File: config.mk
export PLATFORM = sky130hd
export DESIGN_NAME = cmaf_ring
export DESIGN_NICKNAME = d
export VERILOG_FILES = /design/src/hdl/cmaf_pkg.sv /design/src/hdl/cmaf_ring.sv
export SDC_FILE = /design/constraint.sdc
export NUM_CORES = 2
export LEC_CHECK = 0
export CELL_PAD_IN_SITES_DETAIL_PLACEMENT = 0
export CELL_PAD_IN_SITES_GLOBAL_PLACEMENT = 1
export CORE_ASPECT_RATIO = 0.75
export CORE_MARGIN = 2
export CORE_UTILIZATION = 57
export DETAILED_ROUTE_END_ITERATION = 10
export DONT_BUFFER_PORTS = 1
export GPL_TIMING_DRIVEN = 1
export PLACE_DENSITY_LB_ADDON = 0.15
export SLEW_MARGIN = 0
export SYNTH_ARGS = -nofsm -noshare
export SYNTH_HDL_FRONTEND = slang
export SYNTH_SLANG_ARGS = --single-unit
export TNS_END_PERCENT = 50
File: constraint.sdc
create_clock -name i_clk -period 6.32 [get_ports i_clk]
set_clock_uncertainty 0.1 [all_clocks]
set_input_delay 1.896 -clock i_clk [delete_from_list [all_inputs] [get_ports i_clk]]
set_output_delay 1.896 -clock i_clk [all_outputs]
set_load 0.01 [all_outputs]
File: src/hdl/cmaf_pkg.sv
// ----------------------------------------------------------------------------
// Complex moving average filter package
// Shared widths, register and mode codes, and the sequencer state type.
// ----------------------------------------------------------------------------
package cmaf_pkg;

    localparam int SAMPLE_W   = 16;
    localparam int STAGE_W    = 24;
    localparam int SUM_W      = 24;
    localparam int GAIN_W     = 17;
    localparam int QUOT_W     = 25;
    localparam int DIV_STEP_W = 5;
    localparam int RING_W     = 32;
    localparam int APB_DATA_W = 32;
    localparam int APB_ADDR_W = 4;

    localparam logic [GAIN_W-1:0] GAIN_ONE = 17'h10000;

    // Register indexes, taken from paddr[3:2].
    localparam logic [1:0] REG_MODE   = 2'd0;
    localparam logic [1:0] REG_WINDOW = 2'd1;
    localparam logic [1:0] REG_GAIN   = 2'd2;

    localparam logic [2:0] MODE_SMA  = 3'd0;
    localparam logic [2:0] MODE_EMA  = 3'd1;
    localparam logic [2:0] MODE_MMA  = 3'd2;
    localparam logic [2:0] MODE_DEMA = 3'd3;
    localparam logic [2:0] MODE_TEMA = 3'd4;

    typedef enum logic [3:0] {
        ST_IDLE,
        ST_EXP_MUL,
        ST_EXP_ADD,
        ST_EXP_OUT,
        ST_SMA_UPD,
        ST_SMA_READ,
        ST_DIV_GO,
        ST_DIV_WAIT,
        ST_DONE
    } t_state;

endpackage

File: src/hdl/cmaf_ring.sv
// ----------------------------------------------------------------------------
// Sample window ring
// One write port and one registered read port holding packed complex samples.
// ----------------------------------------------------------------------------
module cmaf_ring #(
    parameter int DEPTH = 128
) (
    input  logic                               i_clk,
    input  logic                               i_we,
    input  logic [$clog2(DEPTH)-1:0]           i_waddr,
    input  logic [cmaf_pkg::RING_W-1:0]        i_wdata,
    input  logic                               i_re,
    input  logic [$clog2(DEPTH)-1:0]           i_raddr,
    output logic [cmaf_pkg::RING_W-1:0]        o_rdata
);

    logic [cmaf_pkg::RING_W-1:0] r_mem [DEPTH];
    logic [cmaf_pkg::RING_W-1:0] r_rdata;

    always_ff @(posedge i_clk) begin
        if (i_we) begin
            r_mem[i_waddr] <= i_wdata;
        end
        if (i_re) begin
            r_rdata <= r_mem[i_raddr];
        end
    end

    assign o_rdata = r_rdata;

endmodule

Word-level counts from Yosys, hierarchy flattened:

Memories as Yosys holds them, arrays and structs flattened. A register that Yosys moved wholly into a read port is not among the register bits.
Index checks and enable logic that the tools add are counted.

* register bits: 0
* memories kept: 1
* memory bits (writable): 4096

* muxes and demuxes: 2

Memories
* r_mem: words 128, bits a word 32, read ports 1, clocked after Yosys merged registers in 1, wr ports 1, RTL line cmaf_ring.sv:17 `logic [cmaf_pkg::RING_W-1:0] r_mem [DEPTH];`

Operators with widths (count)
* $mux W1: 2

Depth between registers and ports, before layout:

* depth after elaboration: 2
* mapped depth: 8

Worst setup path before layout:

Ideal clock, no wire load.

* path kind: input to register
* from: input port i_we
* to: memory r_mem[98][0] in the netlist's numbering, enable pin
* setup time: 461 ps
* stages: 3
* path buffers: 1
* data arrival time: 4674 ps
* path slack: 1085 ps
* required time: 5759 ps
* cell sequence: clkbuf_1 nand4_1 nor3_1

* longest elaborated chain between the ends: 2

RTL lines
* start: declaration: RTL line cmaf_ring.sv:9 `input logic i_we,`
* $mux W1: RTL line cmaf_ring.sv:21 `if (i_we) begin`
* $mux W1 (implied by the code): RTL line cmaf_ring.sv:22 `r_mem[i_waddr] <= i_wdata;`
* end: declaration: RTL line cmaf_ring.sv:17

No other way between the ends.

==> summary.md <==
| Metric | Value |
|---|---|
| Post-synth top area share | `79.2%` |
| Commonest non-fill, non-tap cell in the layout | `edfxtp_1` |
| Final slew viol count | `0` |
| Final WL | `405 mm` |
| Finished Core Util | `63.9%` |
| Placed Area | `0.163 mm^2` |
| CP required | `6.86 ns` |
| Post-Syn Area | `0.157 mm^2` |
| CP Class | `primary input to register` |
| Final Cycle Share | `97.2%` |
| Max IR drop VDD | `0.000220 V` |
| Final ANT Viol Nets | `0` |
| CTS buffer count | `383` |
| Final setup violation count | `0` |
| DRT Pass-1 Iters | `5` |
| Die area | `0.279 mm^2` |
| Rel. slew slack | `13.7%` |
| Final total power | `54.7 mW` |
| Detail Placement HPWL | `204 mm` |
| Starting Density | `57.3%` |
| Final instance area | `0.175 mm^2` |
| Area delta synth->final | `11.4%` |
| CTS tree | `yes` |
| Seq/Total Area, Yosys | `79.2%` |
| Mean Syn Cell Area | `26.1 um^2` |
| Initial antenna violation count | `35` |
| Vias | `70,900` |
| Largest net degree at the start of global routing | `257` |
| Skew-Pair Late Insertion Delay | `0.91 ns` |
| Peak fanout along the critical path | `133` |
| First-pass GRT wire length | `556 mm` |
| Tightest Pin Transition | `1.29 ns` |
| Clock transition at path regs | `0.06 ns` |
| Crit path time final | `6.14 ns` |
| CTS Hold Buffers Added | `0` |
| Max Clk Rate | `0.163 GHz` |
| Post-Synthesis Cells | `5,990` |
| Chip width | `609 um` |
| CTS root buf | `clkbuf_16` |
| Nets | `6,287` |
| Worst EP arrival | `6.68 ns` |
| Clk buf depth | `4` |
| Vias in the first global route | `68,700` |
| Final Hold Viols | `0` |
| LEAKAGE | `52.9 nW` |
| Run status | `completed` |
| Port Buf Inserts | `0` |
| Mapped Nets | `6,039` |
| YS warnings | `0` |
| I/O pin count | `81` |
| PnR worst setup slack | `0.180 ns` |
| Via density per instance | `6.97` |
| RePlAce Congestion | `0.799` |
| Residual DRC count | `0` |
| Pre-CTS WS | `-1.40 ns` |
| RSZ-0062 raised after global routing | `false` |
| Rows | `166` |
| CTS H-tree depth | `5` |
| Starting DRC count in detailed routing | `11,200` |
| Seq cells post-synth | `4,128` |
| WHS | `0.992 ns` |
| PostCTS Resize Cnt | `0` |
| Unique masters post-synth | `16` |
| GR Overflow Total | `0` |
| Crit start category | `primary input` |
| Synth top area cells | `edfxtp_1 79%, mux4_2 19%, clkbuf_1 0.44%` |
| Max-cap violations | `0` |
| # clock sinks | `4,128` |
| Commonest cells after routing, fill and taps aside | `4,128 x edfxtp_1, 1,344 x mux4_2, 394 x clkbuf_16` |
| HP Class | `primary input to register` |
| Die height | `458 um` |
| Layout cells sized above 1 | `33.6%` |
| Tot GR Track Use | `29.2%` |
| Setup crit end kind | `register` |
| Core footprint | `0.273 mm^2` |
| PD cells | `313 mW/mm^2` |
| WL per Instance | `39.9 um` |
| Yosys top cell by area | `edfxtp_1` |
==> metal layers <==
metal	GRT usage, %	up-vias	wire length, um
met1	45.5	39200	163000
met2	42.7	4136	184000
met4	6.96	22	10200
li1	-	26900	-
met5	0	-	138
met3	7.04	583	47500
==> where the power goes <==
| group | leakage, nW | switching (mW) | internal (mW) |
|---|---|---|---|
| Sequential | 37.1 | 0.112 | 30.3 |
| Combinational | 10.0 | 1.15 | 1.03 |
| Clock | 5.75 | 9.80 | 12.4 |
==> kinds of logic after synthesis <==
logic type             count (synthesis)  share of synthesized area [%]
DFF                                 4128                           79.2
and+or+nand+nor                      170                          0.445
muxes                               1376                           19.6
buffers and inverters                316                          0.837
==> cell usage after synthesis, drive strengths merged <==
| master | count |
|---|---|
| nor3 | 9 |
| nand4 | 3 |
| mux2 | 32 |
| nand2b | 2 |
| or3 | 1 |
| buf | 134 |
| nand2 | 14 |
| nor2b | 7 |
| nand3 | 12 |
| mux4 | 1344 |
| nor2 | 122 |
| clkbuf | 182 |
| edfxtp | 4128 |
==> per-stage QoR <==
step           setup TNS, ns  instances
2_1_floorplan              0       5990
3_3_place_gp          -41.62       9460
3_5_place_dp          -42.19       9460
4_1_cts                    0      10100
5_1_grt                    0      10100
6_report                   0      10200
==> final cells by class <==
cell class | instances | area, um^2
multi-input cells | 1546 | 32300
clock buffers | 469 | 10100
fillers | 17400 | 98600
repair buffers | 179 | 1920
clock inverters | 215 | 1670
well taps | 3612 | 4520
flip-flops and latches | 4128 | 124000
diodes | 14 | 35.0
==> worst paths after layout <==
check / from / endpoint / slack [ns] / depth (start not counted)
worst max-delay path: i_raddr[2] / o_rdata[18] / 0.18 / 9
worst min-delay path: i_wdata[30] / r_mem[82][30] / 0.99 / 0
worst max register to register: r_mem[50][19] / o_rdata[19] / 3.48 / 4
worst min register to register: r_mem[85][15] / o_rdata[15] / 1.08 / 4
==> flip-flops by register name, indices dropped and copies added, names as in the netlist <==
| name | flops |
|---|---|
| o_rdata | 32 |
| r_mem | 4096 |
==> critical path, stage by stage <==
cell and delay (ns):
buf_16 0.42, buf_16 0.52, buf_16 0.65, buf_16 0.51
clkbuf_16 0.54, mux4_2 0.38, mux4_2 0.50, mux4_2 0.47
mux2_2 0.26
==> what timing repair did <==
item,in CTS,in global routing
setup buffers,0,0
endpoints found under the setup margin,32,21
gates cloned,2,1
No activity file was read; power rests on OpenSTA's default activity.
