==> src/hdl/cmaf_pkg.sv <==
// ----------------------------------------------------------------------------
// Complex moving average filter package
// Shared widths, register and mode codes, and the sequencer state type.
// ----------------------------------------------------------------------------
package cmaf_pkg;

    localparam int SAMPLE_W   = 16;
    localparam int STAGE_W    = 24;
    localparam int SUM_W      = 24;
    localparam int GAIN_W     = 17;
    localparam int QUOT_W     = 25;
    localparam int DIV_STEP_W = 5;
    localparam int RING_W     = 32;
    localparam int APB_DATA_W = 32;
    localparam int APB_ADDR_W = 4;

    localparam logic [GAIN_W-1:0] GAIN_ONE = 17'h10000;

    // Register indexes, taken from paddr[3:2].
    localparam logic [1:0] REG_MODE   = 2'd0;
    localparam logic [1:0] REG_WINDOW = 2'd1;
    localparam logic [1:0] REG_GAIN   = 2'd2;

    localparam logic [2:0] MODE_SMA  = 3'd0;
    localparam logic [2:0] MODE_EMA  = 3'd1;
    localparam logic [2:0] MODE_MMA  = 3'd2;
    localparam logic [2:0] MODE_DEMA = 3'd3;
    localparam logic [2:0] MODE_TEMA = 3'd4;

    typedef enum logic [3:0] {
        ST_IDLE,
        ST_EXP_MUL,
        ST_EXP_ADD,
        ST_EXP_OUT,
        ST_SMA_UPD,
        ST_SMA_READ,
        ST_DIV_GO,
        ST_DIV_WAIT,
        ST_DONE
    } t_state;

endpackage

==> src/hdl/cmaf_smooth.sv <==
// ----------------------------------------------------------------------------
// Shared smoother step
// Computes e + round((x - e) * alpha / 2^16) with one registered multiply.
// ----------------------------------------------------------------------------
module cmaf_smooth (
    input  logic                                 i_clk,
    input  logic                                 i_load,
    input  logic signed [cmaf_pkg::STAGE_W-1:0]  i_e,
    input  logic signed [cmaf_pkg::STAGE_W-1:0]  i_x,
    input  logic [cmaf_pkg::GAIN_W-1:0]          i_gain,
    output logic signed [cmaf_pkg::STAGE_W-1:0]  o_e_next
);

    localparam int SW = cmaf_pkg::STAGE_W;
    localparam int GW = cmaf_pkg::GAIN_W;
    localparam int PW = SW + 1 + GW + 1;

    logic signed [SW:0]   w_diff;
    logic signed [GW:0]   w_gain;
    logic signed [PW-1:0] r_prod;
    logic signed [PW-1:0] w_round;

    assign w_diff = {i_x[SW-1], i_x} - {i_e[SW-1], i_e};
    assign w_gain = {1'b0, i_gain};

    // The product register splits the multiply from the rounding add.
    always_ff @(posedge i_clk) begin
        if (i_load) begin
            r_prod <= w_diff * w_gain;
        end
    end

    // The true result lies between e and x, so a modular add is exact.
    assign w_round  = r_prod + PW'(32768);
    assign o_e_next = i_e + w_round[SW+15:16];

endmodule

==> config.mk <==
export PLATFORM = sky130hd
export DESIGN_NAME = cmaf_smooth
export DESIGN_NICKNAME = d
export VERILOG_FILES = /design/src/hdl/cmaf_pkg.sv /design/src/hdl/cmaf_smooth.sv
export SDC_FILE = /design/constraint.sdc
export NUM_CORES = 1
export LEC_CHECK = 0
export BUFFER_PORTS_ARGS = -buffer_cell sky130_fd_sc_hd__clkbuf_2
export CAP_MARGIN = 0
export CORE_MARGIN = 1
export CORE_UTILIZATION = 50
export DETAILED_ROUTE_END_ITERATION = 8
export PLACE_DENSITY = 0.67
export REMOVE_ABC_BUFFERS = 1
export SYNTH_ARGS = -nofsm -noshare
export SYNTH_HDL_FRONTEND = slang
export SYNTH_SLANG_ARGS = --single-unit
export TNS_END_PERCENT = 30
==> constraint.sdc <==
create_clock -name i_clk -period 11.7 [get_ports i_clk]
set_clock_uncertainty 0.15 [all_clocks]
set_input_delay 2.34 -clock i_clk [delete_from_list [all_inputs] [get_ports i_clk]]
set_output_delay 2.34 -clock i_clk [all_outputs]
set_load 0.005 [all_outputs]
Word level (Yosys, flattened, before mapping). Cells that the tools add are included.

Add/subtract/negate cells: 3. Multiply operators: 1.

Operator list (count): $add 40x17->40 const B (1); $mul 25x18->40 (1); $sub 24x24->25 (1); $add 24x24->24 (1).

Register bits after elaboration: 40. Input bits: 67. Output and inout bits: 24. Word-level logic and storage cells: 5.

Logic depth before layout (Yosys ltp).
Word-level depth: 2. Depth in mapped cells: 34. Depth with buffers taken out: 33.

Worst setup path before layout. OpenSTA, ideal clock, no wires.

Path kind: input to register. Start point: input i_e[2] (netlist name). End point: register r_prod[39] (data pin). Library setup time: 268 ps. Data arrival time: 9437 ps. Required time: 11282 ps. Slack: 1846 ps. Cell stages on the path: 30. Path buffers: 1. Path through: inv_1 -> ha_1 -> nor2b_1 -> o2111ai_1 -> nand3_1 -> nand3_1 -> a21oi_1 -> o21ai_1 -> nand4_1 -> nand2_1 -> clkbuf_1 -> nand2_1 -> fa_1 -> fa_1 -> inv_1 -> fa_1 -> fa_1 -> fa_1 -> inv_1 -> fa_1 -> inv_1 -> ha_1 -> and2_1 -> a221o_1 -> a221o_1 -> nand2_1 -> nand2_1 -> a31oi_1 -> xnor2_1 -> xnor3_1.

Word-level cells in the longest chain between the ends: 2.

RTL lines: start: declaration (RTL line cmaf_smooth.sv:8) `input logic signed [cmaf_pkg::STAGE_W-1:0] i_e,`; $sub 24x24->25 (RTL line cmaf_smooth.sv:23) `assign w_diff = {i_x[SW-1], i_x} - {i_e[SW-1], i_e};`; $mul 25x18->40 (RTL line cmaf_smooth.sv:29) `r_prod <= w_diff * w_gain;`; end signal: assignment (RTL line cmaf_smooth.sv:29); end: declaration (RTL line cmaf_smooth.sv:20) `logic signed [PW-1:0] r_prod;`.

Every way passes these cells. A chain may end at the register's enable or synchronous reset.

Worst setup path in the final report.
Start point: input i_e[0] (netlist name). End point: register r_prod[39] (data pin).

The elaborated chain is that of the path after synthesis.

==> key figures <==
Outcome
  • Status: complete, no violations

Run
  • Max-Cap Viols: 0

Yosys
  • Yosys cell types: between 50 and 60
  • Seq/Total Area, Yosys: under 10%
  • Async S/R FF share, synth: 0%
  • Post-synth EDFFs: 25
  • Cells after Synth: between 1500 and 2000
  • Synthesized area: roughly 18000 sq um
  • Register bit total from synthesis: 25
  • Ys flop type: edfxtp_1
  • Avg Inst Size Synth: between 8 and 9 sq um
  • Yosys warns: 0

Worst setup path
  • Family with the most delay on the worst path: adder cells
  • WS Path Type: input port to flip-flop
  • Worst path slowest cell: fa_1
  • Most common cell on crit path: fa_1
  • CP Launch Type: input port
  • CP endpoint kind: flip-flop
  • WP data required: approximately 12 ns
  • CP arrival: about 11 ns
  • WP buf/inv: 4
  • Max Fanout on Critical Path: 19
  • Critical Path Max Stage Delay: about 0.66 ns

Floorplan
  • Initial Utilization: 51.10%
  • I/O Pins: 91
  • Chip width: roughly 190 um
  • Die Height: around 190 um
  • Site row count: about 70
  • CORE AREA: 34710 sq um
  • Die Area: between 30000 and 40000 sq um

Cells and area
  • # fillers: ~3200
  • Layout area overhead: 6.095%
  • Most flop-heavy register: r_prod
  • Finished Cell Area: around 19000 sq um
  • Finished Layout Cells: ~2500
  • Largest register FFs: 25
  • Layout cells sized above 1: ~7.4%
  • Antenna Cells: 0
  • Biggest regs: r_prod: 25 flops
  • Nets: 2661

STA
  • Sum of negative setup slack: 0 ns
  • Fin. Hold Viols: 0
  • Final min period: about 11 ns
  • Slew HR: around 26%
  • Fmax: 93.97 MHz
  • Final setup fails: 0
  • Fin crit share: 90.96%
  • Worst Hold Slack: between 2 and 3 ns
  • Max Transition Viols Final: 0
  • Slew at the pin closest to its max-slew limit: around 1.1 ns
  • Setup repair after global routing missed its margin: false

Placed design
  • Placed cells: roughly 2500
  • Routability cong.: 0.8822
  • Placed cell areas: about 19000 sq um
  • Final HPWL DP: ~37 mm
  • I/O Buffers: 90

Clock network
  • Cts bufs inserted: 3
  • H-Tree Depth: 1
  • Root buf cell: clkbuf_16
  • Clk pin slew, worst setup/hold paths: approximately 0.070 ns
  • Worst-case clock buffer depth: 2
  • CTS tree: built
  • Sink Count: 25
  • Post-CTS setup buffers: 0
  • Hold_buf cts: 0
  • Gates resized, CTS repair: 0

Detailed routing
  • Detailed-route via count: between 10000 and 15000
  • DRC viols: 0
  • Initial DRC Count: roughly 730
  • DRT Pass-1 Iters: 5
  • Post-DRT Antenna Nets: 0
  • Total Wirelength: 45.91 mm
  • Avg WL per Cell: ~18 um
  • Vias/cell: between 5 and 6

Global routing
  • Vias in the first global route: approximately 15000
  • First-pass GRT wire length: 75.48 mm
  • Initial antenna violation count: 0
  • Largest net degree at the start of global routing: 27
  • GR Util All Layers: roughly 27%
  • Global route overflow: 0

Worst hold path
  • Hold Path Class: input port to flip-flop
[kinds of logic after synthesis]
group,share of synthesized area [%]
AO/OA/AOI/OAI,6.553
XOR/XNOR,5.157
adder cells (fa/ha/maj),54.71
buffers and inverters,11.61
flip-flops,4.233
AND/OR/NAND/NOR,17.73
[layout by cell type (no fill, tap or decap), drive strengths merged, types with 23 or more instances in the layout]
| cell type | n |
|---|---|
| inv | 483 |
| fa | 396 |
| nand2 | 242 |
| and2 | 182 |
| ha | 142 |
| clkbuf | 93 |
| xnor2 | 74 |
| a21oi | 52 |
| nor2 | 52 |
| nor2b | 34 |
| xor2 | 27 |
| buf | 27 |
| nand3 | 26 |
| edfxtp | 25 |
| a21o | 24 |
| o21ai | 23 |
[per-layer routing]
layer	wire length (um)	global-route usage [%]
met4	1129	6.554
met2	23710	49.55
met5	0	0
met1	18660	33.45
met3	2408	2.852
[path summary, 6_finish.rpt]
path	slack [ns]	start	end	depth (start not counted)
max	1.06	i_e[0]	r_prod[39]	30
min	2.64	i_load	r_prod[21]	1
[through the flow]
stage,setup WS [ns],utilization (%)
after CTS,1.077,54.21
after detailed placement,0.7986,53.97
final,1.058,54.21
after global routing,0.5943,54.21
after floorplan,1.801,-
after global placement,1.022,53.97
[area by class of cell]
type | count | area [sq um] | area share (%)
clock inverter | 1 | 7.507 | 0.03989
sequential | 25 | 750.7 | 3.989
tap | 455 | 569.3 | 3.025
timing repair buffer | 117 | 653.1 | 3.471
inverter | 483 | 1813 | 9.634
clock buffer | 3 | 75.07 | 0.3989
multi-input combinational | 1426 | 14950 | 79.44
[synthesized netlist by cell type, drive strengths merged (3+ instances only)]
master / number / area, sq um
buf: 3 / 21.27
edfxtp: 25 / 750.7
clkbuf: 60 / 225.2
a21oi: 52 / 260.3
nand3b: 3 / 22.52
o2111ai: 3 / 26.28
and3: 9 / 56.30
a2111o: 3 / 33.78
fa: 396 / 7928
o31ai: 7 / 81.33
nand2b: 14 / 87.58
nand4: 11 / 68.82
xor2: 27 / 236.5
o21a: 6 / 45.04
a211oi: 6 / 50.05
nor2b: 34 / 212.7
nand2: 242 / 908.4
nand3: 26 / 130.1
nor3: 13 / 70.07
and4: 4 / 35.03
inv: 483 / 1813
ha: 142 / 1777
a21o: 24 / 180.2
o211ai: 6 / 45.04
or2: 5 / 31.28
o21ai: 23 / 115.1
and2: 182 / 1139
a21boi: 3 / 22.52
xnor2: 74 / 655.6
or3b: 6 / 52.55
nor3b: 14 / 105.1
o21bai: 9 / 67.56
a31oi: 8 / 56.30
nor2: 52 / 195.2
Power is not shown: default switching activity piles up to over one toggle a cycle in this logic, so the estimate is an artifact.
