## config.mk

```make
export PLATFORM = sky130hd
export DESIGN_NAME = cmaf_div
export DESIGN_NICKNAME = d
export VERILOG_FILES = /design/src/hdl/cmaf_pkg.sv /design/src/hdl/cmaf_div.sv
export SDC_FILE = /design/constraint.sdc
export NUM_CORES = 1
export LEC_CHECK = 0
export BUFFER_PORTS_ARGS = -buffer_cell sky130_fd_sc_hd__buf_2
export CORE_ASPECT_RATIO = 1.1
export CORE_MARGIN = 2
export CORE_UTILIZATION = 47
export DETAILED_ROUTE_END_ITERATION = 8
export PLACE_DENSITY = 0.79
export SYNTH_ARGS = -nofsm -noshare
export SYNTH_HDL_FRONTEND = slang
export SYNTH_SLANG_ARGS = --single-unit
```

## constraint.sdc

```tcl
create_clock -name i_clk -period 2.1 [get_ports i_clk]
set_clock_uncertainty 0.05 [all_clocks]
set_input_delay 0.42 -clock i_clk [delete_from_list [all_inputs] [get_ports i_clk]]
set_output_delay 0.42 -clock i_clk [all_outputs]
set_load 0.005 [all_outputs]
```

## src/hdl/cmaf_pkg.sv

```systemverilog
// ----------------------------------------------------------------------------
// Complex moving average filter package
// Shared widths, register and mode codes, and the sequencer state type.
// ----------------------------------------------------------------------------
package cmaf_pkg;

    localparam int SAMPLE_W   = 16;
    localparam int STAGE_W    = 24;
    localparam int SUM_W      = 24;
    localparam int GAIN_W     = 17;
    localparam int QUOT_W     = 25;
    localparam int DIV_STEP_W = 5;
    localparam int RING_W     = 32;
    localparam int APB_DATA_W = 32;
    localparam int APB_ADDR_W = 4;

    localparam logic [GAIN_W-1:0] GAIN_ONE = 17'h10000;

    // Register indexes, taken from paddr[3:2].
    localparam logic [1:0] REG_MODE   = 2'd0;
    localparam logic [1:0] REG_WINDOW = 2'd1;
    localparam logic [1:0] REG_GAIN   = 2'd2;

    localparam logic [2:0] MODE_SMA  = 3'd0;
    localparam logic [2:0] MODE_EMA  = 3'd1;
    localparam logic [2:0] MODE_MMA  = 3'd2;
    localparam logic [2:0] MODE_DEMA = 3'd3;
    localparam logic [2:0] MODE_TEMA = 3'd4;

    typedef enum logic [3:0] {
        ST_IDLE,
        ST_EXP_MUL,
        ST_EXP_ADD,
        ST_EXP_OUT,
        ST_SMA_UPD,
        ST_SMA_READ,
        ST_DIV_GO,
        ST_DIV_WAIT,
        ST_DONE
    } t_state;

endpackage

```

## src/hdl/cmaf_div.sv

```systemverilog
// ----------------------------------------------------------------------------
// Iterative divider
// Restoring unsigned division, one quotient bit per cycle.
// ----------------------------------------------------------------------------
module cmaf_div #(
    parameter int DIVISOR_W = 8
) (
    input  logic                          i_clk,
    input  logic                          i_rst_n,
    input  logic                          i_start,
    input  logic [cmaf_pkg::QUOT_W-1:0]   i_dividend,
    input  logic [DIVISOR_W-1:0]          i_divisor,
    output logic                          o_busy,
    output logic                          o_done,
    output logic [cmaf_pkg::QUOT_W-1:0]   o_quot
);

    localparam int QW = cmaf_pkg::QUOT_W;
    localparam int CW = cmaf_pkg::DIV_STEP_W;

    logic [DIVISOR_W-1:0] r_rem;
    logic [DIVISOR_W-1:0] r_div;
    logic [QW-1:0]        r_quo;
    logic [CW-1:0]        r_steps;
    logic                 r_busy;
    logic                 r_done;
    logic [DIVISOR_W:0]   w_shift;
    logic [DIVISOR_W:0]   w_diff;
    logic                 w_ge;

    assign w_shift = {r_rem, r_quo[QW-1]};
    assign w_ge    = w_shift >= {1'b0, r_div};
    assign w_diff  = w_shift - {1'b0, r_div};

    always_ff @(posedge i_clk) begin
        if (!i_rst_n) begin
            r_busy  <= 1'b0;
            r_done  <= 1'b0;
            r_steps <= '0;
        end else begin
            r_done <= 1'b0;
            if (i_start) begin
                r_busy  <= 1'b1;
                r_steps <= CW'(QW);
            end else if (r_busy) begin
                r_steps <= r_steps - CW'(1);
                if (r_steps == CW'(1)) begin
                    r_busy <= 1'b0;
                    r_done <= 1'b1;
                end
            end
        end
    end

    always_ff @(posedge i_clk) begin
        if (i_start) begin
            r_rem <= '0;
            r_div <= i_divisor;
            r_quo <= i_dividend;
        end else if (r_busy) begin
            r_rem <= w_ge ? w_diff[DIVISOR_W-1:0] : w_shift[DIVISOR_W-1:0];
            r_quo <= {r_quo[QW-2:0], w_ge};
        end
    end

    assign o_busy = r_busy;
    assign o_done = r_done;
    assign o_quot = r_quo;

endmodule

```

Word-level counts from Yosys, hierarchy flattened
Cells that the tools add are included.
W data, S select, Z words.

storage, ports and cells
  input port bits = 36
  flip-flop bits (word level) = 48
  output and inout bits = 27
  bits in writable memories = 0
  memories = 0
  latch bits = 0
  ROM bits = 0
  word-level logic and storage cells = 25

operators by class
  order comparisons = 1
  eq/ne operators = 1
  bitwise logic cells = 2
  reduce and logical (&&, ||, !) cells = 3
  shift-type cells = 0
  $mul = 0
  add/sub/neg operators = 2
  div/mod/pow operators = 0
  muxes and demuxes = 9

operators by type and width
  operator               number
  $mux W25               2
  $mux W5                2
  $ge A9 B8 Y1           1
  $mux W8                1
  $sub A8 B8 Y8          1
  $eq A5 B1 Y1 const B   1
  $sub A5 B1 Y5 const B  1
  $mux W1                4
  $reduce_or A3 Y1       1
  $not A1 Y1             2
  $reduce_bool A2 Y1     1
  $reduce_or A2 Y1       1

Longest topological paths before layout
Gate-level depths: netlist of the first run.

  depth after elaboration = 4
  gate-level depth with buffers = 8
  mapped depth without buffers = 8

Least setup slack after synthesis of the first run
Ideal clock, no wire load.

  path kind = reg-to-reg
  from = register r_quo[24] (netlist: o_quot[24])
  to = register r_quo[0] (netlist: o_quot[0]), data pin
  period minus slack after synthesis = 2.121 ns
  stages on the path, launching flop included = 9
  path buffers = 1
  setup time = 0.260 ns
  setup slack = -0.021 ns
  arrival = 1.811 ns
  required time = 1.790 ns
  cells stage by stage = edfxtp_1 inv_1 ha_1 nor2b_1 o21ai_1 a311o_1 buf_6 or2_4 mux2_2

between the ends
  longest elaborated chain between the ends = 3

RTL lines
  what                    line            source
  from (decl)             cmaf_div.sv:23  logic [QW-1:0] r_quo;
  from (signal assigned)  cmaf_div.sv:59  r_quo <= i_dividend;
  from (signal assigned)  cmaf_div.sv:62  r_quo <= {r_quo[QW-2:0], w_ge};
  $ge A9 B8 Y1            cmaf_div.sv:32  assign w_ge = w_shift >= {1'b0, r_div};
  $mux W25                cmaf_div.sv:60  end else if (r_busy) begin
  $mux W25                cmaf_div.sv:56  if (i_start) begin

Every way passes these cells. The select of a mux whose other input is x is not followed.
A chain may end at the register's enable or synchronous reset.

Worst setup path in the final report of the first run
  from = register r_div[0]
  to = register r_rem[6]

between the ends
  longest elaborated chain between the ends = 2
  elaborated cells on any way between the ends = 3
  those cells by class = add/sub (1); order compare (1); mux (1)

RTL lines
  what                                                  line                            source
  from (decl)                                           cmaf_div.sv:22                  logic [DIVISOR_W-1:0] r_div;
  from (signal assigned)                                cmaf_div.sv:58                  r_div <= i_divisor;
  $sub A8 B8 Y8 / $ge A9 B8 Y1 (equally long branches)  cmaf_div.sv:33, cmaf_div.sv:32
  $mux W8 (*)                                           cmaf_div.sv:61                  r_rem <= w_ge ? w_diff[DIVISOR_W-1:0] : w_shift[DIVISOR_W-1:0];
  to (signal assigned)                                  cmaf_div.sv:61
  to (decl)                                             cmaf_div.sv:21                  logic [DIVISOR_W-1:0] r_rem;

Every way passes the cells marked *; elsewhere a longest branch is shown, timed or not.

==> results_dict.tcl, run 1 <==
set metrics [dict create \
    status "completed" \
    gr-total-overflow 0 \
    slew_violations 0 \
    gp_congestion 0.936 \
    leakagePower_nw 1.29 \
    hpwl_mm 3.66 \
    netlist_instances 205 \
    grt_max_degree 21 \
    insertion_delay_ps 300 \
    io_pins 63 \
    synth.top_cells.by_count "33 x edfxtp_1, 25 x mux2_2, 22 x nor2_1" \
    ys_warn_count 0 \
    max_slew_margin 0.746 \
    worstHoldPathType "primary input to flop" \
    syn_area_per_cell_um2 11.6 \
    ys_ff_latch 48 \
    drtAntennaViolNets 0 \
    synth.cell_area_um2 2380 \
    drive_gt1_frac 0.444 \
    synth_top_cells_by_area "edfxtp_1 42%, dfxtp_1 13%, mux2_2 12%" \
    cts_tree "yes" \
    io_buffers 62 \
    grt_pass1_wl_mm 8.11 \
    clk_pin_slew_ps 90 \
    antenna_found_initial 0 \
    fillerInstances 398 \
    cts_setup_buffers 0 \
    finalSetupViolations 0 \
    syn-num-nets 252 \
    grt_pass1_vias 1765 \
    worstSetupPathType "flop to flop" \
    fmax_ghz 0.486 \
    initial_core_util 0.484 \
    yosysTopAreaCellShare 0.416 \
    period_share 0.981 \
    ys_seq_area_frac 0.541 \
    synth_cell_types 44 \
    numClockSinks 48 \
    areaGrowthSynthToFinish_pct 26.7 \
    vdd_drop_max_mv 0.518 \
    place_inst 334 \
    finalCriticalPeriod_ps 2060 \
    num-nets-final 330 \
    finalHoldViolCount 0 \
    layout.cells.non_filler 342 \
    avgRoutedWirePerCell_um 14.7 \
    synthFlopType "edfxtp_1" \
    async_flop_share 0 \
    critPathCaptureType "flop" \
    die_w_um 71.9 \
    required_ps 2280 \
    crit_fanout 3 \
    coreArea_um2 4930 \
    fin_area_um2 3020 \
    dpl_cell_area_um2 2870 \
    wl_mm 5.01 \
    powerDensity_nw_per_um2 713 \
    track_usage 0.185 \
    synth_edf_count 33 \
    dieArea_um2 5660 \
    detail_route.first_pass.iterations 4 \
    crit_arrival_ps 2240 \
    holdBufCountCts 0 \
    placementRows 27 \
    h-tree-depth 2 \
    vias 1838 \
    worst_slew_pin_slew_ps 379 \
    diodes 0 \
    via_per_inst 5.37 \
    drcViolationCount 0 \
    clockRootBuffer "clkbuf_8" \
    cts_buffers 5 \
    drv_cap 0 \
    cts_buffer_depth 2 \
    drtIter0Drc 120 \
    yosys.area.top_type "edfxtp_1" \
    synth_most_common_cell "edfxtp_1" \
    rsz0062_at_grt "true" \
    start_kind "flop" \
    die-height_um 78.7 \
]
worst max-delay path: stages, from the launching register on:
cell and delay, ps:
edfxtp_1 420, ha_4 190, fa_2 330, or2b_1 260, a2111o_1 390, o211ai_1 130
o211ai_1 130, o211ai_1 90
flip-flops by register name, indices dropped and copies added (netlist names):
name	count
r_steps	5
r_div	8
r_rem	8
o_busy	1
o_quot	25
o_done	1
metrics by stage:
step | setup slack [ps] | hold slack [ps] | setup TNS [ps] | total power, mW | util
after floorplan | 6.50 | 401 | 0 | 1.41 | -
after global placement | 86.4 | 416 | 0 | 1.58 | 0.581
after detailed placement | 50.4 | 424 | 0 | 1.60 | 0.581
after CTS | 27.1 | 232 | 0 | 2.14 | 0.599
after global routing | -8.34 | 221 | -8.34 | 2.26 | 0.613
final | 40.3 | 235 | 0 | 2.15 | 0.613
cells by family after synthesis:
group                    count (synthesis)  synth area share
AND/OR/NAND/NOR                         61             0.121
adder cells (fa/ha/maj)                 11            0.0609
buffers and inverters                   22            0.0383
multiplexers                            25             0.118
flip-flops                              48             0.541
AO/OA/AOI/OAI                           31            0.0944
XOR/XNOR                                 7            0.0257
cell usage in the layout (no fill, tap or decap), types with 2 or more instances in the layout:
master / Yosys / final
ha_4: 0 / 4
dfxtp_1: 15 / 15
clkbuf_8: 0 / 5
mux2_2: 25 / 25
nand2_2: 1 / 2
o211ai_1: 6 / 6
a21oi_2: 1 / 3
inv_2: 0 / 2
nor3_1: 3 / 3
nand2_1: 18 / 17
nor2_1: 22 / 22
a211oi_1: 3 / 3
edfxtp_1: 33 / 33
o31ai_1: 2 / 2
buf_2: 1 / 62
o21ai_1: 2 / 2
xor2_1: 6 / 6
a21oi_1: 6 / 4
ha_1: 10 / 6
nor2b_1: 3 / 3
nand2b_1: 4 / 4
buf_4: 0 / 15
inv_1: 15 / 13
final timing paths:
path | start | to | slack [ps] | cells after the start
setup / recovery | r_div[0] | r_rem[6] | 40 | 7
hold / removal | i_divisor[3] | r_div[3] | 240 | 1
setup reg to reg | r_div[0] | r_rem[6] | 40 | 7
hold reg to reg | r_steps[1] | r_steps[1] | 460 | 2
where the power goes:
group	internal (mW)	switching [mW]	leakage, nW
Clock	0.233	0.317	0.0460
Sequential	1.11	0.0504	0.453
Combinational	0.230	0.214	0.786
Total	1.57	0.581	1.29
final cells by class:
class | instances | area, um^2 | area share
Tap cell | 58 | 72.6 | 0.0240
Clock inverter | 3 | 17.5 | 0.00580
Clock buffer | 5 | 68.8 | 0.0228
Timing Repair Buffer | 78 | 443 | 0.147
Inverter | 15 | 56.3 | 0.0186
Multi-Input combinational cell | 135 | 1070 | 0.355
Sequential cell | 48 | 1290 | 0.427
metal layers:
metal | vias up | part of all wire | global-route usage
met3 | 9 | 0.069 | 0.0495
li1 | 894 | - | -
met1 | 863 | 0.45 | 0.251
met5 | - | 0 | 0
met2 | 72 | 0.46 | 0.285
met4 | 0 | 0.018 | 0.0642
timing repair:
action                     CTS  global route
setup endpoints to repair    1             5
gates resized for setup      1            11
pin swaps                    0             2
(Power assumes the default switching activity.)
==> run 2, diff against run 1 <==
--- a/config.mk
+++ b/config.mk
@@ -6,11 +6,13 @@
 export NUM_CORES = 1
 export LEC_CHECK = 0
 export BUFFER_PORTS_ARGS = -buffer_cell sky130_fd_sc_hd__buf_2
+export CELL_PAD_IN_SITES_DETAIL_PLACEMENT = 0
+export CELL_PAD_IN_SITES_GLOBAL_PLACEMENT = 1
 export CORE_ASPECT_RATIO = 1.1
 export CORE_MARGIN = 2
-export CORE_UTILIZATION = 47
+export CORE_UTILIZATION = 37
 export DETAILED_ROUTE_END_ITERATION = 8
-export PLACE_DENSITY = 0.79
+export PLACE_DENSITY = 0.8
 export SYNTH_ARGS = -nofsm -noshare
 export SYNTH_HDL_FRONTEND = slang
 export SYNTH_SLANG_ARGS = --single-unit
==> run 2 against run 1 <==
Count of clock-buffer cells in the layout unchanged. Via count down 1.3%. Flip-flop and latch count unchanged. Register-to-register slack about the same. Critical endpoint unchanged. Largest cell class unchanged. Largest power group unchanged. Highest routed layer unchanged.
==> results_dict.tcl, run 2 (synthesis gave the netlist of run 1 again) <==
set metrics [dict create \
    finalCriticalPeriod_ps 2040 \
    die-height_um 88.2 \
    num-nets-final 333 \
    worstSetupPathType "flop to flop" \
    grt_util_met1 0.218 \
    layout_common_cells "62 x buf_2, 33 x edfxtp_1, 25 x mux2_2, 22 x nor2_1, 18 x buf_4" \
    status "completed" \
    fmax_ghz 0.489 \
    mostFrequentLayoutCell "buf_2" \
    drcViolationCount 0 \
    cts_buffer_depth 2 \
    drtAntennaViolNets 0 \
    clockRootBuffer "clkbuf_8" \
    drive_gt1_frac 0.449 \
    placementRows 30 \
    crit_arrival_ps 2230 \
    rsz0062_at_grt "true" \
    grt_pass1_vias 1793 \
    met3_usage 0.0526 \
    track_usage 0.157 \
    areaGrowthSynthToFinish_pct 29.9 \
    drv_cap 0 \
    vias 1815 \
    fin_area_um2 3100 \
    grt_pass1_wl_mm 8.51 \
    whs_ps 238 \
    coreArea_um2 6190 \
    avgRoutedWirePerCell_um 14.3 \
    insertion_delay_ps 300 \
    crit_fanout 3 \
    max_slew_margin 0.744 \
    critPathCaptureType "flop" \
    clk_pin_slew_ps 90 \
    slew_violations 0 \
    gr-usage-met2 0.230 \
    powerDensity_nw_per_um2 743 \
    hpwl_mm 3.78 \
    diodes 0 \
    h-tree-depth 2 \
    grt_max_degree 26 \
    via_per_inst 4.95 \
    cts_buffers 5 \
    antenna_found_initial 0 \
    finalHoldViolCount 0 \
    start_kind "flop" \
    detail_route.first_pass.iterations 4 \
    worstHoldPathType "primary input to flop" \
    finalSetupViolations 0 \
    worst_slew_pin_slew_ps 383 \
    io_buffers 62 \
    dpl_cell_area_um2 2890 \
    initial_core_util 0.385 \
    multi_input_area_um2 1070 \
    period_share 0.974 \
    largest_reg_flops 25 \
    io_pins 63 \
    die_w_um 80.5 \
    fillerInstances 562 \
    dieArea_um2 7100 \
    required_ps 2280 \
    gr-total-overflow 0 \
    cts_tree "yes" \
    numClockSinks 48 \
    wl_mm 5.24 \
    vdd_drop_max_mv 0.439 \
    regArea_um2 1290 \
    leakagePower_nw 1.30 \
    gp_congestion 0.843 \
    top_usage_layer "met2" \
    drtIter0Drc 94 \
]
-- run 2: area by class of cell --
type	instances	area share
inverters	15	0.0182
clock inverters	3	0.0137
repair buffers	81	0.150
flip-flops and latches	48	0.417
well taps	80	0.0323
multi-input cells	135	0.346
clock buffers	5	0.0222
-- run 2: routing by layer --
| layer | vias to the layer above | share of wire |
|---|---|---|
| li1 | 900 | - |
| met1 | 836 | 0.47 |
| met2 | 70 | 0.44 |
| met3 | 9 | 0.079 |
| met4 | 0 | 0.014 |
| met5 | - | 0 |
-- run 2: stage by stage --
| stage | worst slack (ps) | power, mW | std cells | setup TNS [ps] | util |
|---|---|---|---|---|---|
| CTS | -11.5 | 2.29 | 365 | -11.5 | 0.491 |
| detailed placement | 7.39 | 1.60 | 355 | 0 | 0.466 |
| finish | 55.3 | 2.30 | 367 | 0 | 0.500 |
| floorplan | 6.50 | 1.41 | 205 | 0 | - |
| global placement | 30.1 | 1.59 | 355 | 0 | 0.466 |
| global route | -28.3 | 2.42 | 367 | -51.4 | 0.500 |
-- run 2: timing repair --
item,CTS,global route
resized for setup,5,7
endpoints found under the hold margin,0,0
hold buffers,0,0
buffers inserted,2,2
endpoints found under the setup margin,1,5
pin swaps,4,6
-- run 2: power by group --
group / total [mW] / internal [mW] / switching (mW)
clock: 0.682 / 0.353 / 0.328
sequential: 1.16 / 1.11 / 0.0509
combinational: 0.460 / 0.241 / 0.219
-- run 2: critical path, cell delays in order (launching register included) --
cell and delay, ps:
edfxtp_1 440, ha_4 200, fa_2 360, or2b_1 260, a2111o_1 360, o211ai_1 100
o211ai_1 110, o211ai_1 90
-- run 2: path summary, 6_finish.rpt --
kind	from	to	cells past startpoint	slack [ps]
setup / recovery	r_div[0]	r_rem[6]	7	60
hold / removal	i_divisor[3]	r_div[3]	1	240
setup reg to reg	r_div[0]	r_rem[6]	7	60
hold reg to reg	r_rem[2]	r_rem[2]	2	460
==> run 3, diff against run 2 <==
--- a/config.mk
+++ b/config.mk
@@ -13,6 +13,7 @@
 export CORE_UTILIZATION = 37
 export DETAILED_ROUTE_END_ITERATION = 8
 export PLACE_DENSITY = 0.8
+export SETUP_SLACK_MARGIN = 0.2
 export SYNTH_ARGS = -nofsm -noshare
 export SYNTH_HDL_FRONTEND = slang
 export SYNTH_SLANG_ARGS = --single-unit
==> run 3 against run 2 <==
Combinational power rose by 4%. Count of clock-buffer cells in the layout up 1. Sequential power about the same. Maximum frequency fell by 1.2%. Wire length up 3.6%. Power grew 2.4%. Cell area rose by 1.9%. Critical path depth unchanged. Worst setup slack worse by 25 ps. Via count grew 0.94%. Critical endpoint is now o_quot[0]. Largest cell class unchanged. Largest power group unchanged. Highest routed layer unchanged.
==> results_dict.tcl, run 3 (synthesis gave the netlist of run 1 again) <==
set metrics [dict create \
    crit_fanout 5 \
    required_ps 2110 \
    max_slew_margin 0.684 \
    finalSetupViolations 0 \
    whs_ps 237 \
    switchingPower_uw 609 \
    num-nets-final 335 \
    grt_max_degree 25 \
    drtIter0Drc 107 \
    p_int_mw 1.75 \
    avgRoutedWirePerCell_um 14.7 \
    initial_core_util 0.385 \
    status "completed" \
    min_to "r_div[3]" \
    period_share 0.985 \
    die-height_um 88.2 \
    start_kind "flop" \
    wl_mm 5.42 \
    cts_tree "yes" \
    h-tree-depth 2 \
    min_from "i_divisor[3]" \
    vias 1832 \
    die_w_um 80.5 \
    detail_route.first_pass.iterations 4 \
    rsz0062_at_grt "true" \
    slowest_delay_ps 440 \
    clk_pin_slew_ps 90 \
    min_path_cells 1 \
    cts_buffer_depth 2 \
    crit_arrival_ps 2080 \
    worst_slack_ps 30.6 \
    ff2ff_setup_slack_ps 30 \
    track_usage 0.162 \
    critPathCaptureType "flop" \
    crit_buf_inv 1 \
    worst_slew_pin_slew_ps 472 \
    areaGrowthSynthToFinish_pct 32.4 \
    insertion_delay_ps 300 \
    grt_pass1_vias 1857 \
    slew_violations 0 \
    swShare 0.258 \
    antenna_found_initial 0 \
    crit_chain "inv_2 -> ha_1 -> nand2_1 -> o21ai_1 -> a311o_1 -> or2_4 -> mux2_2" \
    placementRows 30 \
    reg2reg_to "o_quot[0]" \
    diodes 0 \
    largest_reg_flops 25 \
    fmax_ghz 0.483 \
    grt_pass1_wl_mm 8.86 \
    mostFrequentLayoutCell "buf_2" \
    gr-total-overflow 0 \
    r2r_cells 7 \
    layout_common_cells "62 x buf_2, 33 x edfxtp_1, 25 x mux2_2, 21 x nor2_1, 19 x buf_4" \
    clockRootBuffer "clkbuf_8" \
    crit_family "flip-flops" \
    drtAntennaViolNets 0 \
    drv_cap 0 \
    rr_startpoint "r_div[1]" \
    io_buffers 62 \
    via_per_inst 4.96 \
    io_pins 63 \
    coreArea_um2 6190 \
    drcViolationCount 0 \
    cp_slowest_cell "edfxtp_1" \
    hpwl_mm 3.79 \
    worstSetupPathType "flop to flop" \
    pwr-share-clk 0.305 \
    gp_congestion 0.836 \
    numClockSinks 48 \
    finalHoldViolCount 0 \
    leakagePower_nw 1.33 \
    finalCriticalPeriod_ps 2070 \
    pre_cts_slack_ps 47.6 \
    final_util 0.510 \
    dieArea_um2 7100 \
    vdd_drop_max_mv 0.409 \
    setup_tns_ps 0 \
    drive_gt1_frac 0.481 \
    seqPwrFrac 0.492 \
    pwr-share-comb 0.202 \
    powerDensity_nw_per_um2 747 \
    worstHoldPathType "primary input to flop" \
    cts_buffers 5 \
]
[run 3: how the worst max path moves through the flow]
stage	start	endpoint	slack (ps)	depth (start not counted)
after floorplan	o_quot[24]	o_quot[0]	30	8
after global placement	r_div[4]	o_quot[0]	70	7
after detailed placement	r_div[6]	o_quot[0]	50	7
after CTS	o_quot[24]	o_quot[0]	90	7
after global routing	r_div[1]	o_quot[0]	-40	7
final	r_div[1]	o_quot[0]	30	7
[run 3: metrics by stage]
step | instance area, um^2 | power (mW) | std cells
2_1_floorplan | 2400 | 1.42 | 205
3_3_place_gp | 2900 | 1.59 | 356
3_5_place_dp | 2900 | 1.59 | 356
4_1_cts | 3140 | 2.36 | 368
5_1_grt | 3160 | 2.47 | 369
6_report | 3160 | 2.36 | 369
[run 3: what timing repair did]
item | 4_1_cts | 5_1_grt
hold buffers | 0 | 0
setup buffers | 4 | 1
pin swaps | 6 | 4
resized for setup | 18 | 3
setup endpoints to repair | 8 | 9
[run 3: layout make-up]
cell class | count | area, um^2
Fill cell | 549 | 3040
Timing Repair Buffer | 83 | 475
Tap cell | 80 | 100
Clock buffer | 6 | 82.6
Sequential cell | 48 | 1290
Clock inverter | 2 | 38.8
Inverter | 15 | 56.3
Multi-Input combinational cell | 135 | 1110
[run 3: routing by layer]
layer | vias up | GRT usage | routed length (um)
met2 | 68 | 0.248 | 2520
met3 | 4 | 0.0546 | 366
met4 | 0 | 0.0555 | 38
met1 | 857 | 0.216 | 2500
li1 | 903 | - | -
met5 | - | 0 | 0
[run 3: power by group through the flow]
stage	clock, mW	sequential [mW]	combinational (mW)
after floorplan	0	1.18	0.243
after CTS	0.737	1.16	0.466
after global placement	0	1.18	0.413
after detailed placement	0	1.18	0.416
final	0.720	1.16	0.477
after global routing	0.770	1.17	0.525
